==> src/rtl/core/jsu_pkg.sv <==
`timescale 1ns / 1ps
`default_nettype none
// ----------------------------------------------------------------------------
// JSON string unescape package
// Shared beat types, status codes and UTF-8 encode helpers.
// ----------------------------------------------------------------------------
package jsu_pkg;

    typedef struct packed {
        logic [7:0] in_byte;
        logic       first_byte;
        logic       no_more_data;
    } item_t;

    typedef struct packed {
        logic [7:0] out_byte;
        logic       byte_valid;
        logic [2:0] status;
        logic       last_of_run;
    } result_t;

    // One decoded step: optional flushed high surrogate, optional byte or
    // code point, optional status.
    typedef struct packed {
        logic        hi_valid;
        logic [9:0]  hi_low;
        logic        cp_valid;
        logic        cp_raw;
        logic [20:0] cp;
        logic        st_valid;
        logic [2:0]  st;
    } desc_t;

    localparam logic [2:0] ST_RUNNING = 3'd0;
    localparam logic [2:0] ST_CLOSED  = 3'd1;
    localparam logic [2:0] ST_CTRL    = 3'd2;
    localparam logic [2:0] ST_BAD_U   = 3'd3;
    localparam logic [2:0] ST_BAD_ESC = 3'd4;
    localparam logic [2:0] ST_UNTERM  = 3'd5;

    localparam logic [5:0] HI_SURR_TAG = 6'b110110;
    localparam logic [5:0] LO_SURR_TAG = 6'b110111;

    // {valid, value}
    function automatic logic [4:0] hex_digit(input logic [7:0] c);
        logic [4:0] r;
        r = 5'd0;
        if (c >= 8'h30 && c <= 8'h39) begin
            r = {1'b1, c[3:0]};
        end
        else if ((c >= 8'h61 && c <= 8'h66) || (c >= 8'h41 && c <= 8'h46)) begin
            r = {1'b1, c[3:0] + 4'd9};
        end
        return r;
    endfunction

    function automatic logic [2:0] utf8_len(input logic [20:0] cp);
        logic [2:0] n;
        if (cp < 21'h80) begin
            n = 3'd1;
        end
        else if (cp < 21'h800) begin
            n = 3'd2;
        end
        else if (cp < 21'h10000) begin
            n = 3'd3;
        end
        else begin
            n = 3'd4;
        end
        return n;
    endfunction

    function automatic logic [7:0] utf8_byte(input logic [20:0] cp, input logic [2:0] len,
                                             input logic [1:0] j);
        logic [7:0] b;
        b = 8'h00;
        case (len)
            3'd2: b = (j == 2'd0) ? {3'b110, cp[10:6]} : {2'b10, cp[5:0]};
            3'd3: begin
                case (j)
                    2'd0:    b = {4'b1110, cp[15:12]};
                    2'd1:    b = {2'b10, cp[11:6]};
                    default: b = {2'b10, cp[5:0]};
                endcase
            end
            3'd4: begin
                case (j)
                    2'd0:    b = {5'b11110, cp[20:18]};
                    2'd1:    b = {2'b10, cp[17:12]};
                    2'd2:    b = {2'b10, cp[11:6]};
                    default: b = {2'b10, cp[5:0]};
                endcase
            end
            default: b = cp[7:0];
        endcase
        return b;
    endfunction

endpackage
`default_nettype wire

==> src/rtl/core/jsu_front.sv <==
`timescale 1ns / 1ps
`default_nettype none
// ----------------------------------------------------------------------------
// JSON string unescape front end
// Tracks escape and surrogate state; turns each accepted input beat into at
// most one step descriptor.
// ----------------------------------------------------------------------------
module jsu_front
    import jsu_pkg::*;
(
    input  wire logic  clk,
    input  wire logic  rst_n,
    input  wire logic  accept,
    input  wire item_t item,
    output logic       desc_push,
    output desc_t      desc
);

    localparam logic [2:0] PH_PLAIN = 3'd0;
    localparam logic [2:0] PH_ESC   = 3'd1;
    localparam logic [2:0] PH_HEX   = 3'd2;
    localparam logic [2:0] PH_HI    = 3'd3;
    localparam logic [2:0] PH_HI_BS = 3'd4;
    localparam logic [2:0] PH_LOW   = 3'd5;

    localparam logic [7:0] CH_QUOTE  = 8'h22;
    localparam logic [7:0] CH_BSLASH = 8'h5C;
    localparam logic [7:0] CH_SLASH  = 8'h2F;
    localparam logic [7:0] CH_B      = 8'h62;
    localparam logic [7:0] CH_F      = 8'h66;
    localparam logic [7:0] CH_N      = 8'h6E;
    localparam logic [7:0] CH_R      = 8'h72;
    localparam logic [7:0] CH_T      = 8'h74;
    localparam logic [7:0] CH_U      = 8'h75;

    logic [2:0]  phase_reg, phase_next;
    logic [15:0] hex_reg, hex_next;
    logic [1:0]  cnt_reg, cnt_next;
    logic [9:0]  pend_reg, pend_next;
    logic        fin_reg, fin_next;

    logic [2:0]  ph;
    logic [15:0] hex;
    logic [1:0]  cnt;
    logic [9:0]  pend;
    logic        fin;
    logic [7:0]  c;
    logic [4:0]  hd;
    logic [15:0] acc;
    logic        do_plain;
    logic        do_esc;
    logic        do_finish;
    desc_t       d;

    always_comb
    begin
        ph   = item.first_byte ? PH_PLAIN : phase_reg;
        hex  = item.first_byte ? 16'd0 : hex_reg;
        cnt  = item.first_byte ? 2'd0 : cnt_reg;
        pend = item.first_byte ? 10'd0 : pend_reg;
        fin  = item.first_byte ? 1'b0 : fin_reg;
        c    = item.in_byte;
        hd   = hex_digit(c);
        acc  = {hex[11:0], hd[3:0]};

        phase_next = ph;
        hex_next   = hex;
        cnt_next   = cnt;
        pend_next  = pend;
        fin_next   = fin;
        do_plain   = 1'b0;
        do_esc     = 1'b0;
        do_finish  = 1'b0;
        d          = '0;
        d.hi_low   = pend;

        if (!fin) begin
            if (item.no_more_data) begin
                fin_next   = 1'b1;
                phase_next = PH_PLAIN;
                d.st_valid = 1'b1;
                d.st       = (ph == PH_HEX || ph == PH_LOW) ? ST_BAD_U : ST_UNTERM;
            end
            else begin
                unique case (ph)
                    PH_ESC: do_esc = 1'b1;
                    PH_HEX, PH_LOW: begin
                        if (!hd[4]) begin
                            fin_next   = 1'b1;
                            phase_next = PH_PLAIN;
                            d.st_valid = 1'b1;
                            d.st       = ST_BAD_U;
                        end
                        else begin
                            hex_next = acc;
                            cnt_next = cnt + 2'd1;
                            if (cnt == 2'd3) begin
                                if (ph == PH_HEX) begin
                                    do_finish = 1'b1;
                                end
                                else if (acc[15:10] == LO_SURR_TAG) begin
                                    phase_next = PH_PLAIN;
                                    d.cp_valid = 1'b1;
                                    d.cp       = 21'h10000 + {1'b0, pend, acc[9:0]};
                                end
                                else begin
                                    d.hi_valid = 1'b1;
                                    do_finish  = 1'b1;
                                end
                            end
                        end
                    end
                    PH_HI: begin
                        if (c == CH_BSLASH) begin
                            phase_next = PH_HI_BS;
                        end
                        else begin
                            d.hi_valid = 1'b1;
                            do_plain   = 1'b1;
                        end
                    end
                    PH_HI_BS: begin
                        if (c == CH_U) begin
                            phase_next = PH_LOW;
                            hex_next   = 16'd0;
                            cnt_next   = 2'd0;
                        end
                        else begin
                            d.hi_valid = 1'b1;
                            do_esc     = 1'b1;
                        end
                    end
                    default: do_plain = 1'b1;
                endcase

                if (do_plain) begin
                    phase_next = PH_PLAIN;
                    if (c == CH_QUOTE) begin
                        fin_next   = 1'b1;
                        d.st_valid = 1'b1;
                        d.st       = ST_CLOSED;
                    end
                    else if (c < 8'h20) begin
                        fin_next   = 1'b1;
                        d.st_valid = 1'b1;
                        d.st       = ST_CTRL;
                    end
                    else if (c == CH_BSLASH) begin
                        phase_next = PH_ESC;
                    end
                    else begin
                        d.cp_valid = 1'b1;
                        d.cp_raw   = 1'b1;
                        d.cp       = {13'd0, c};
                    end
                end

                if (do_esc) begin
                    phase_next = PH_PLAIN;
                    d.cp_raw   = 1'b1;
                    d.cp_valid = 1'b1;
                    unique case (c)
                        CH_QUOTE:  d.cp = 21'h22;
                        CH_BSLASH: d.cp = 21'h5C;
                        CH_SLASH:  d.cp = 21'h2F;
                        CH_B:      d.cp = 21'h08;
                        CH_F:      d.cp = 21'h0C;
                        CH_N:      d.cp = 21'h0A;
                        CH_R:      d.cp = 21'h0D;
                        CH_T:      d.cp = 21'h09;
                        CH_U: begin
                            d.cp_valid = 1'b0;
                            phase_next = PH_HEX;
                            hex_next   = 16'd0;
                            cnt_next   = 2'd0;
                        end
                        default: begin
                            d.cp_valid = 1'b0;
                            fin_next   = 1'b1;
                            d.st_valid = 1'b1;
                            d.st       = ST_BAD_ESC;
                        end
                    endcase
                end

                if (do_finish) begin
                    if (acc[15:10] == HI_SURR_TAG) begin
                        pend_next  = acc[9:0];
                        phase_next = PH_HI;
                    end
                    else begin
                        phase_next = PH_PLAIN;
                        d.cp_valid = 1'b1;
                        d.cp       = {5'd0, acc};
                    end
                end
            end
        end

        desc      = d;
        desc_push = accept && (d.hi_valid || d.cp_valid || d.st_valid);
    end

    always_ff @(posedge clk or negedge rst_n)
    begin
        if (!rst_n) begin
            phase_reg <= PH_PLAIN;
            hex_reg   <= 16'd0;
            cnt_reg   <= 2'd0;
            pend_reg  <= 10'd0;
            fin_reg   <= 1'b0;
        end
        else if (accept) begin
            phase_reg <= phase_next;
            hex_reg   <= hex_next;
            cnt_reg   <= cnt_next;
            pend_reg  <= pend_next;
            fin_reg   <= fin_next;
        end
    end

endmodule
`default_nettype wire

==> src/rtl/core/jsu_queue.sv <==
`timescale 1ns / 1ps
`default_nettype none
// ----------------------------------------------------------------------------
// JSON string unescape step queue
// Short FIFO of step descriptors between front and back end.
// ----------------------------------------------------------------------------
module jsu_queue
    import jsu_pkg::*;
#(
    parameter int DEPTH = 4
)
(
    input  wire logic  clk,
    input  wire logic  rst_n,
    input  wire logic  wr,
    input  wire desc_t wdata,
    output logic       full,
    input  wire logic  rd,
    output desc_t      rdata,
    output logic       empty
);

    localparam int AW = (DEPTH > 1) ? $clog2(DEPTH) : 1;
    localparam int CW = $clog2(DEPTH + 1);

    desc_t          entry_reg [DEPTH];
    logic [AW-1:0]  wptr_reg, wptr_next;
    logic [AW-1:0]  rptr_reg, rptr_next;
    logic [CW-1:0]  count_reg, count_next;
    logic           do_wr;
    logic           do_rd;

    always_comb
    begin
        full       = (count_reg == CW'(DEPTH));
        empty      = (count_reg == '0);
        rdata      = entry_reg[rptr_reg];
        do_wr      = wr && !full;
        do_rd      = rd && !empty;
        wptr_next  = (wptr_reg == AW'(DEPTH - 1)) ? '0 : wptr_reg + AW'(1);
        rptr_next  = (rptr_reg == AW'(DEPTH - 1)) ? '0 : rptr_reg + AW'(1);
        count_next = count_reg + CW'(do_wr) - CW'(do_rd);
    end

    always_ff @(posedge clk)
    begin
        if (do_wr) begin
            entry_reg[wptr_reg] <= wdata;
        end
    end

    always_ff @(posedge clk or negedge rst_n)
    begin
        if (!rst_n) begin
            wptr_reg  <= '0;
            rptr_reg  <= '0;
            count_reg <= '0;
        end
        else begin
            if (do_wr) begin
                wptr_reg <= wptr_next;
            end
            if (do_rd) begin
                rptr_reg <= rptr_next;
            end
            count_reg <= count_next;
        end
    end

endmodule
`default_nettype wire

==> src/rtl/core/jsu_back.sv <==
`timescale 1ns / 1ps
`default_nettype none
// ----------------------------------------------------------------------------
// JSON string unescape back end
// Expands each step descriptor into UTF-8 byte and status result beats, one
// per cycle while the result side keeps up, through an output register.
// ----------------------------------------------------------------------------
module jsu_back
    import jsu_pkg::*;
(
    input  wire logic  clk,
    input  wire logic  rst_n,
    input  wire desc_t head,
    input  wire logic  head_valid,
    output logic       head_pop,
    input  wire logic  pop,
    output logic       empty,
    output result_t    result
);

    logic [2:0]  pos_reg, pos_next;
    logic        out_valid_reg;
    result_t     out_reg;
    result_t     beat;
    logic        take;
    logic [2:0]  hi_n;
    logic [2:0]  cp_n;
    logic [2:0]  total;
    logic [2:0]  j;
    logic [20:0] hi_cp;

    always_comb
    begin
        hi_cp = {5'd0, HI_SURR_TAG, head.hi_low};
        hi_n  = head.hi_valid ? 3'd3 : 3'd0;
        cp_n  = !head.cp_valid ? 3'd0 : (head.cp_raw ? 3'd1 : utf8_len(head.cp));
        total = hi_n + cp_n + {2'd0, head.st_valid};
        j     = pos_reg - hi_n;
        beat  = '0;
        if (head.hi_valid && pos_reg < 3'd3) begin
            beat.out_byte   = utf8_byte(hi_cp, 3'd3, pos_reg[1:0]);
            beat.byte_valid = 1'b1;
        end
        else if (head.cp_valid && j < cp_n) begin
            beat.out_byte   = utf8_byte(head.cp, cp_n, j[1:0]);
            beat.byte_valid = 1'b1;
        end
        else begin
            beat.status = head.st;
        end
        beat.last_of_run = (pos_reg == total - 3'd1);

        take     = head_valid && (!out_valid_reg || pop);
        head_pop = take && beat.last_of_run;
        pos_next = beat.last_of_run ? 3'd0 : pos_reg + 3'd1;
        empty    = !out_valid_reg;
        result   = out_reg;
    end

    always_ff @(posedge clk)
    begin
        if (take) begin
            out_reg <= beat;
        end
    end

    always_ff @(posedge clk or negedge rst_n)
    begin
        if (!rst_n) begin
            pos_reg       <= 3'd0;
            out_valid_reg <= 1'b0;
        end
        else begin
            if (take) begin
                pos_reg <= pos_next;
            end
            if (take) begin
                out_valid_reg <= 1'b1;
            end
            else if (pop) begin
                out_valid_reg <= 1'b0;
            end
        end
    end

endmodule
`default_nettype wire

==> src/rtl/core/json_string_unescape_utf8.sv <==
`timescale 1ns / 1ps
`default_nettype none
// ----------------------------------------------------------------------------
// JSON string unescape to UTF-8
// Usage:
//   Input channel (push/full): one raw string-body beat per cycle while full is
//   low; first_byte restarts decoding, no_more_data reports end of text.
//   Result channel (empty/pop): decoded UTF-8 bytes and status beats; the
//   oldest is on result while empty is low, last_of_run marks the final
//   result of each input beat. Input beats that only consume a byte make
//   no result.
//   Path: a beat is decoded by the front end, written into the step queue
//   and then expanded by the back end into the output register.
//   Throughput: one input beat per cycle while each makes at most one
//   result and the result side keeps up; the back end emits one result per
//   cycle when not stalled, so a beat that makes more results (up to 6) holds
//   the back end longer, and full rises once the QUEUE_DEPTH step queue fills.
//   A stalled result side holds the output beat and backs up through the
//   queue to full. Reset clears decoder state, queue and the output valid flag.
// ----------------------------------------------------------------------------
module json_string_unescape_utf8
    import jsu_pkg::*;
#(
    parameter int QUEUE_DEPTH = 4
)
(
    input  wire logic  clk,
    input  wire logic  rst_n,
    input  wire logic  push,
    output logic       full,
    input  wire item_t item,
    output logic       empty,
    input  wire logic  pop,
    output result_t    result
);

    logic  accept;
    logic  desc_push;
    desc_t desc;
    desc_t head;
    logic  q_empty;
    logic  head_pop;

    assign accept = push && !full;

    jsu_front u_front (
        .clk       (clk),
        .rst_n     (rst_n),
        .accept    (accept),
        .item      (item),
        .desc_push (desc_push),
        .desc      (desc)
    );

    jsu_queue #(
        .DEPTH (QUEUE_DEPTH)
    ) u_queue (
        .clk   (clk),
        .rst_n (rst_n),
        .wr    (desc_push),
        .wdata (desc),
        .full  (full),
        .rd    (head_pop),
        .rdata (head),
        .empty (q_empty)
    );

    jsu_back u_back (
        .clk        (clk),
        .rst_n      (rst_n),
        .head       (head),
        .head_valid (!q_empty),
        .head_pop   (head_pop),
        .pop        (pop),
        .empty      (empty),
        .result     (result)
    );

endmodule
`default_nettype wire

==> config.mk <==
export PLATFORM = sky130hd
export DESIGN_NAME = json_string_unescape_utf8
export DESIGN_NICKNAME = d
export VERILOG_FILES = /design/src/rtl/core/jsu_pkg.sv /design/src/rtl/core/jsu_front.sv /design/src/rtl/core/jsu_queue.sv /design/src/rtl/core/jsu_back.sv /design/src/rtl/core/json_string_unescape_utf8.sv
export SDC_FILE = /design/constraint.sdc
export NUM_CORES = 1
export LEC_CHECK = 0
export BUFFER_PORTS_ARGS = -buffer_cell sky130_fd_sc_hd__buf_2
export CAP_MARGIN = 0
export CORE_UTILIZATION = 50
export CTS_CLUSTER_DIAMETER = 100
export CTS_CLUSTER_SIZE = 10
export DETAILED_ROUTE_END_ITERATION = 7
export PLACE_DENSITY = 0.66
export SYNTH_ARGS = -nofsm -noshare
export SYNTH_HDL_FRONTEND = slang
export SYNTH_SLANG_ARGS = --single-unit
==> constraint.sdc <==
create_clock -name clk -period 14.9 [get_ports clk]
set_clock_uncertainty 0.05 [all_clocks]
set_input_delay 2.98 -clock clk [delete_from_list [all_inputs] [get_ports clk]]
set_output_delay 2.98 -clock clk [all_outputs]
set_load 0.02 [all_outputs]
# == Word level (Yosys, flattened, before mapping) ==
# Memory sizes are Yosys's and may differ from the RTL's.
# Index checks and enable logic that the tools add are counted.
# Widths: inputs -> output; s select.
# totals
ff_bits,56
ramBits,152
input_bits,14
output_inout_bits,15
wordCells,215
memories,1
# mem_list
memory,words,word_bits,read_ports,rd_ports_with_merged_regs,wr,line,source
u_queue.entry_reg,4,38,1,0,1,jsu_queue.sv:26,desc_t entry_reg [DEPTH];
# op_classes
n_addsub,12
n_lt_le_gt_ge,12
n_eq_ne,27
n_mux,121
n_reduce_logical,28
# op_table
cell,n
$pmux 21 s8,1
$mux 21,6
$mux 16,7
$mux 23,4
$mux 27,3
$mux 3,21
$eq 8x7->1 const B,7
$mux 10,5
$mux 1,41
$pmux 16 s2,1
$pmux 7 s2,2
$mux 25,1
$mux 2,12
$pmux 8 s3,1
$add 17x20->21 const A,1
$lt 21x12->1 const B,1
$lt 21x17->1 const B,1
$lt 21x8->1 const B,1
$pmux 7 s3,1
$mux 4,5
$mux 9,2
$eq 8x6->1 const B,2
$ge 8x7->1 const B,2
$le 8x7->1 const B,2
36 further kinds,70

# == Logic depth before layout (Yosys ltp) ==
# logic_depth
word_depth,27
mapped_depth,21
depth_no_buf,19

# == Hierarchy ==
# From an unflattened synthesis, not the netlist that was laid out.
# hier_totals
hier_cells,774
hier_area_um2,10420.0
# modules_own_cells
mod,n_inst,cells_per_inst,area_each_um2,seq_area_each_um2
jsu_queue,1,243,5948.2,4739.5
jsu_front,1,349,2773.9,700.7
jsu_back,1,180,1680.4,490.5
json_string_unescape_utf8,1,2,17.5,0.0

# == Worst setup path before layout ==
# OpenSTA, ideal clock, no wires.
# synth_path
kind,in2reg
from,input port item[1] in the netlist's numbering
to,memory u_queue.entry_reg[0][0] in the netlist's numbering (enable)
setup_time_ns,0.491
t_arrival_ns,7.760
required_time_ns,14.359
path_slack_ns,6.599
cell_stages,12
n_path_buf,4
cell_sequence,clkbuf_1 clkbuf_1 clkbuf_1 clkbuf_1 nor2b_1 ha_1 inv_1 a311oi_1 o211ai_1 a21o_1 and2_1 a211oi_1
# synth_between
elab_chain_len,22
elab_cells_between_ends,58
cone_classes,8 x eq/ne; 44 x mux; 6 x reduce/logical
# synth_lines
element,line,source
from (decl),json_string_unescape_utf8.sv:31,"input wire item_t item,"
$mux 16,jsu_front.sv:58,hex = item.first_byte ? 16'd0 : hex_reg;
$eq 6x6->1,jsu_front.sv:101,else if (acc[15:10] == LO_SURR_TAG) begin
$mux 1,jsu_front.sv:101,
$mux 1,jsu_front.sv:98,if (ph == PH_HEX) begin
$mux 1,jsu_front.sv:97,if (cnt == 2'd3) begin
$mux 1,jsu_front.sv:88,if (!hd[4]) begin
$mux 1,jsu_front.sv:85,unique case (ph)
$mux 23,jsu_front.sv:148,else if (c == CH_BSLASH) begin
[... 6 more ...],-,
$mux 23,jsu_front.sv:78,if (item.no_more_data) begin
$mux 27,jsu_front.sv:77,if (!fin) begin
$logic_or 1x1->1,jsu_front.sv:201,desc_push = accept && (d.hi_valid || d.cp_valid || d.st_valid);
$logic_or 1x1->1 *,jsu_front.sv:201,
$logic_and 1x1->1 *,jsu_front.sv:201,
$logic_and 1x1->1 *,jsu_queue.sv:38,do_wr = wr && !full;
$mux 1 *,jsu_queue.sv:47,if (do_wr) begin
$mux 1 (not written as such) *,jsu_queue.sv:48,entry_reg[wptr_reg] <= wdata;
to (decl),jsu_queue.sv:26,
# Mark *: on every way between the ends. The rest lies on a longest branch, timed or not. The select of a mux whose other input is x is not followed.

# == Worst setup path in the final report ==
# layout_path
from,input port item[2] in the netlist's numbering
to,memory u_queue.entry_reg[3][11] in the netlist's numbering (enable)
# layout_between
elab_chain_len,22
elab_cells_between_ends,64
cone_classes,7 x order compare; 9 x eq/ne; 38 x mux; 10 x reduce/logical
# layout_lines
element,line,source
$ge 8x7->1 / $le 8x7->1 (equally long branches),jsu_pkg.sv:51,else if ((c >= 8'h61 && c <= 8'h66) || (c >= 8'h41 && c <= 8'h46)) begin
$logic_and 1x1->1,jsu_pkg.sv:51,
$logic_or 1x1->1,jsu_pkg.sv:51,
$mux 5,jsu_pkg.sv:51,
$mux 5,jsu_pkg.sv:48,if (c >= 8'h30 && c <= 8'h39) begin
$mux 1,jsu_front.sv:88,
$mux 1,jsu_front.sv:85,
$mux 23,jsu_front.sv:148,
[... 6 more ...],-,
$mux 23,jsu_front.sv:78,
$mux 27,jsu_front.sv:77,
$logic_or 1x1->1,jsu_front.sv:201,
$logic_or 1x1->1 *,jsu_front.sv:201,
$logic_and 1x1->1 *,jsu_front.sv:201,
$logic_and 1x1->1 *,jsu_queue.sv:38,
$mux 1 *,jsu_queue.sv:47,
$mux 1 (not written as such) *,jsu_queue.sv:48,
# Marked as above.

==> metrics.txt <==
run status complete, no violations; buffers from clock root to sink, at most 3; required time at the endpoint of the critical path 14.99 ns; Initial Utilization around 51%; Gate power share around 41%; critical path arrival roughly 6.4 ns; Clk pwr share approximately a quarter; Largest register FFs between 150 and 200; Pre-Repair DR Iteration Count 5; share of synthesized registers carrying an async set or reset between 10% and 20%; Die X-Extent 146 um; GRT Util Overall 24.5%; Port Buf Inserts 28; critical path class input pin to register; hold slack final 0.442 ns; post-route ant nets 0; Starting DRT DRC Count 476; crit path max fanout 38; largest cells by area after synthesis sky130_fd_sc_hd__edfxtp_1 (48%), sky130_fd_sc_hd__dfrtp_1 (9.5%), sky130_fd_sc_hd__mux4_2 (8.3%); period utilisation layout a little over two fifths; Reg power frac between 30% and 40%; Avg Synthesized Cell Area approximately 13 um^2; TritonCTS clock tree yes; net count of the mapped netlist roughly 810; average routed wire per standard cell ~24 um; achievable frequency ~160 MHz; switching power summed over all nets slightly below 800 uW; overall die area around 0.021 mm^2; library cell used as clock root buffer sky130_fd_sc_hd__clkbuf_16; top-level I/O count 29; post-CTS setup buffers 0; total gr overflow 0; number of placement rows 52; synthesis-to-layout area growth 10.9%; fraction of the yosys area taken by sequential cells a little under three fifths; peak supply drop approximately 0.00012 V; transition time at the pin with the least slew margin 1.04 ns; max-cap violation count 0; net count of the finished layout roughly 830; diode count 0; power density of the placed cells between 150 and 200 mW/mm^2; register bit total from synthesis approximately 200; post-synth design cell area between 0.01 and 0.015 mm^2; maximum level of the CTS H-tree 1; first-pass GRT wire length between 30,000 and 40,000 um; prevailing post-synth register cell sky130_fd_sc_hd__edfxtp_1; Post-synth EDFFs 165; DR vias 6,778; via/cell ratio roughly 6.3; clock latency on the worst-skew pair 0.53 ns; DRC Markers 0; area share of the largest cell type after synthesis just under 50%; post-synth cell types a little over 80; final hold violation count 0; Critical Path Source Type input pin; fillcell total approximately 1,600; Detail Placement HPWL 17,500 um; final sum of negative setup slack 0 ns; type of element capturing the critical path register; maximum number of pins on one net before global-route repair 42; clk sink count 204; static leakage about 0.0042 uW; final setup violation count 0; CTS Buf Count 24; clock period minus worst slack between 6 and 7 ns; Multi-input gate area 0.00411 mm^2; total core area slightly above 0.02 mm^2; die height ~150 um; Clock Pin Slew Worst Setup and Hold Paths 0.05 ns; cells resized by post-CTS repair 0; path category of the worst min-delay check register to register; post-detailed-routing wire length 25,400 um; area occupied by registers roughly 0.006 mm^2; Yosys warning count 0; via count of the first global-routing pass approximately 6,700; setup repair after global routing missed its margin no; instance count of the mapped netlist 765; most area-hungry cell type in the Yosys netlist sky130_fd_sc_hd__edfxtp_1; headroom to the max-slew limit 30.5%; cell internal power dissipation ~1400 uW; number of hold buffers added after cts 0; initial antenna violation count 0; Sw Share a little over a third; share of cells above drive strength 1 between 15 and 20%; final weighted congestion of routability-driven global placement ~0.96; Final Slew Violations 0
-- logic make-up (layout without fill, tap and decap cells) --
logic type      count (synthesis)  in the layout  share of synthesized area [%]
mux                            59             59                           10.9
compound gates                174            174                           12.5
simple gates                  215            215                           11.7
buf+inv                        76            115                           2.99
xor+xnor                       11             11                          0.935
flops                         204            204                           57.6
fa+ha+maj                      26             26                           3.38
-- metrics by stage --
| step | cells | power (uW) | util (%) | setup WS (ns) | area, um^2 |
|---|---|---|---|---|---|
| floorplan | 765 | 1440 | - | 6.60 | 10300 |
| global placement | 1030 | 1630 | 53.0 | 8.25 | 10700 |
| detailed placement | 1030 | 1640 | 53.0 | 8.16 | 10700 |
| CTS | 1074 | 2170 | 56.4 | 8.70 | 11400 |
| global route | 1074 | 2280 | 56.4 | 8.33 | 11400 |
| finish | 1074 | 2150 | 56.4 | 8.57 | 11400 |
-- placed cells by master (no fill, tap or decap), types with 18 or more instances in the layout --
master	n
sky130_fd_sc_hd__o21ai_0	23
sky130_fd_sc_hd__mux4_2	38
sky130_fd_sc_hd__clkbuf_16	24
sky130_fd_sc_hd__nor2b_1	30
sky130_fd_sc_hd__inv_1	34
sky130_fd_sc_hd__buf_2	28
sky130_fd_sc_hd__clkbuf_1	18
sky130_fd_sc_hd__edfxtp_1	165
sky130_fd_sc_hd__a21oi_1	22
sky130_fd_sc_hd__nand2_1	46
sky130_fd_sc_hd__nor2_1	35
sky130_fd_sc_hd__dfrtp_1	38
sky130_fd_sc_hd__ha_1	23
-- synthesized netlist by cell type, types with 7 or more instances --
cell type and count:
sky130_fd_sc_hd__edfxtp_1 165, sky130_fd_sc_hd__nand2_1 46, sky130_fd_sc_hd__dfrtp_1 39, sky130_fd_sc_hd__mux4_2 38, sky130_fd_sc_hd__nor2_1 35, sky130_fd_sc_hd__inv_1 34
sky130_fd_sc_hd__clkbuf_1 31, sky130_fd_sc_hd__nor2b_1 30, sky130_fd_sc_hd__ha_1 23, sky130_fd_sc_hd__o21ai_0 23, sky130_fd_sc_hd__a21oi_1 22, sky130_fd_sc_hd__nor3_1 17
sky130_fd_sc_hd__a22o_1 15, sky130_fd_sc_hd__nand3_1 13, sky130_fd_sc_hd__a211oi_1 12, sky130_fd_sc_hd__mux2i_1 10, sky130_fd_sc_hd__o22ai_1 10, sky130_fd_sc_hd__or3_1 9
sky130_fd_sc_hd__a22oi_1 8, sky130_fd_sc_hd__and2_1 8, sky130_fd_sc_hd__nand2b_1 8, sky130_fd_sc_hd__and3_1 7, sky130_fd_sc_hd__o211ai_1 7, sky130_fd_sc_hd__o31ai_1 7
sky130_fd_sc_hd__xnor2_1 7
-- layer usage --
layer  track usage, %  vias to the layer above  routed length, um
met1             31.2                     3398              10200
li1                 -                     3049                  -
met5                0                        -                  0
met2             42.2                      267              12600
met4             10.9                        0               1050
met3             2.88                       64               1430
-- worst max-delay path, cell delays in order --
cell and delay (ns):
sky130_fd_sc_hd__buf_2 0.14, sky130_fd_sc_hd__inv_1 0.16, sky130_fd_sc_hd__ha_1 0.20, sky130_fd_sc_hd__o21bai_1 0.08, sky130_fd_sc_hd__a211oi_1 0.87, sky130_fd_sc_hd__o211ai_1 0.42
sky130_fd_sc_hd__nor2_1 0.51, sky130_fd_sc_hd__nor3_1 0.11, sky130_fd_sc_hd__buf_4 0.21, sky130_fd_sc_hd__a211oi_4 0.19, sky130_fd_sc_hd__buf_4 0.51
-- final cells by class --
| type | instances | share of cell area, % |
|---|---|---|
| Sequential cell | 204 | 51.9 |
| Multi-Input combinational cell | 485 | 36.0 |
| Clock buffer | 42 | 5.85 |
| Tap cell | 270 | 2.96 |
| Timing Repair Buffer | 36 | 1.75 |
| Inverter | 35 | 1.15 |
| Clock inverter | 2 | 0.340 |
-- power by group through the flow --
stage,combinational (uW),clock (uW),sequential (uW)
after detailed placement,882,0,759
after CTS,886,536,749
final,879,527,748
after global placement,870,0,756
after floorplan,654,0,785
after global routing,966,558,755
-- final timing paths --
kind | start | endpoint | slack, ns | cells after the start
max in group asynchronous | rst_n | u_queue.rptr_reg[0] | 11.49 | 1
min reg2reg | u_front.cnt_reg[1] | u_front.cnt_reg[1] | 0.44 | 1
min | u_front.cnt_reg[1] | u_front.cnt_reg[1] | 0.44 | 1
max | item[2] | u_queue.entry_reg[3][11] | 8.57 | 11
max reg2reg | u_queue.rptr_reg[0] | u_queue.count_reg[2] | 9.33 | 20
min in group asynchronous | rst_n | u_front.pend_reg[2] | 2.60 | 1
Note: power is estimated with default switching activity, not from simulation.
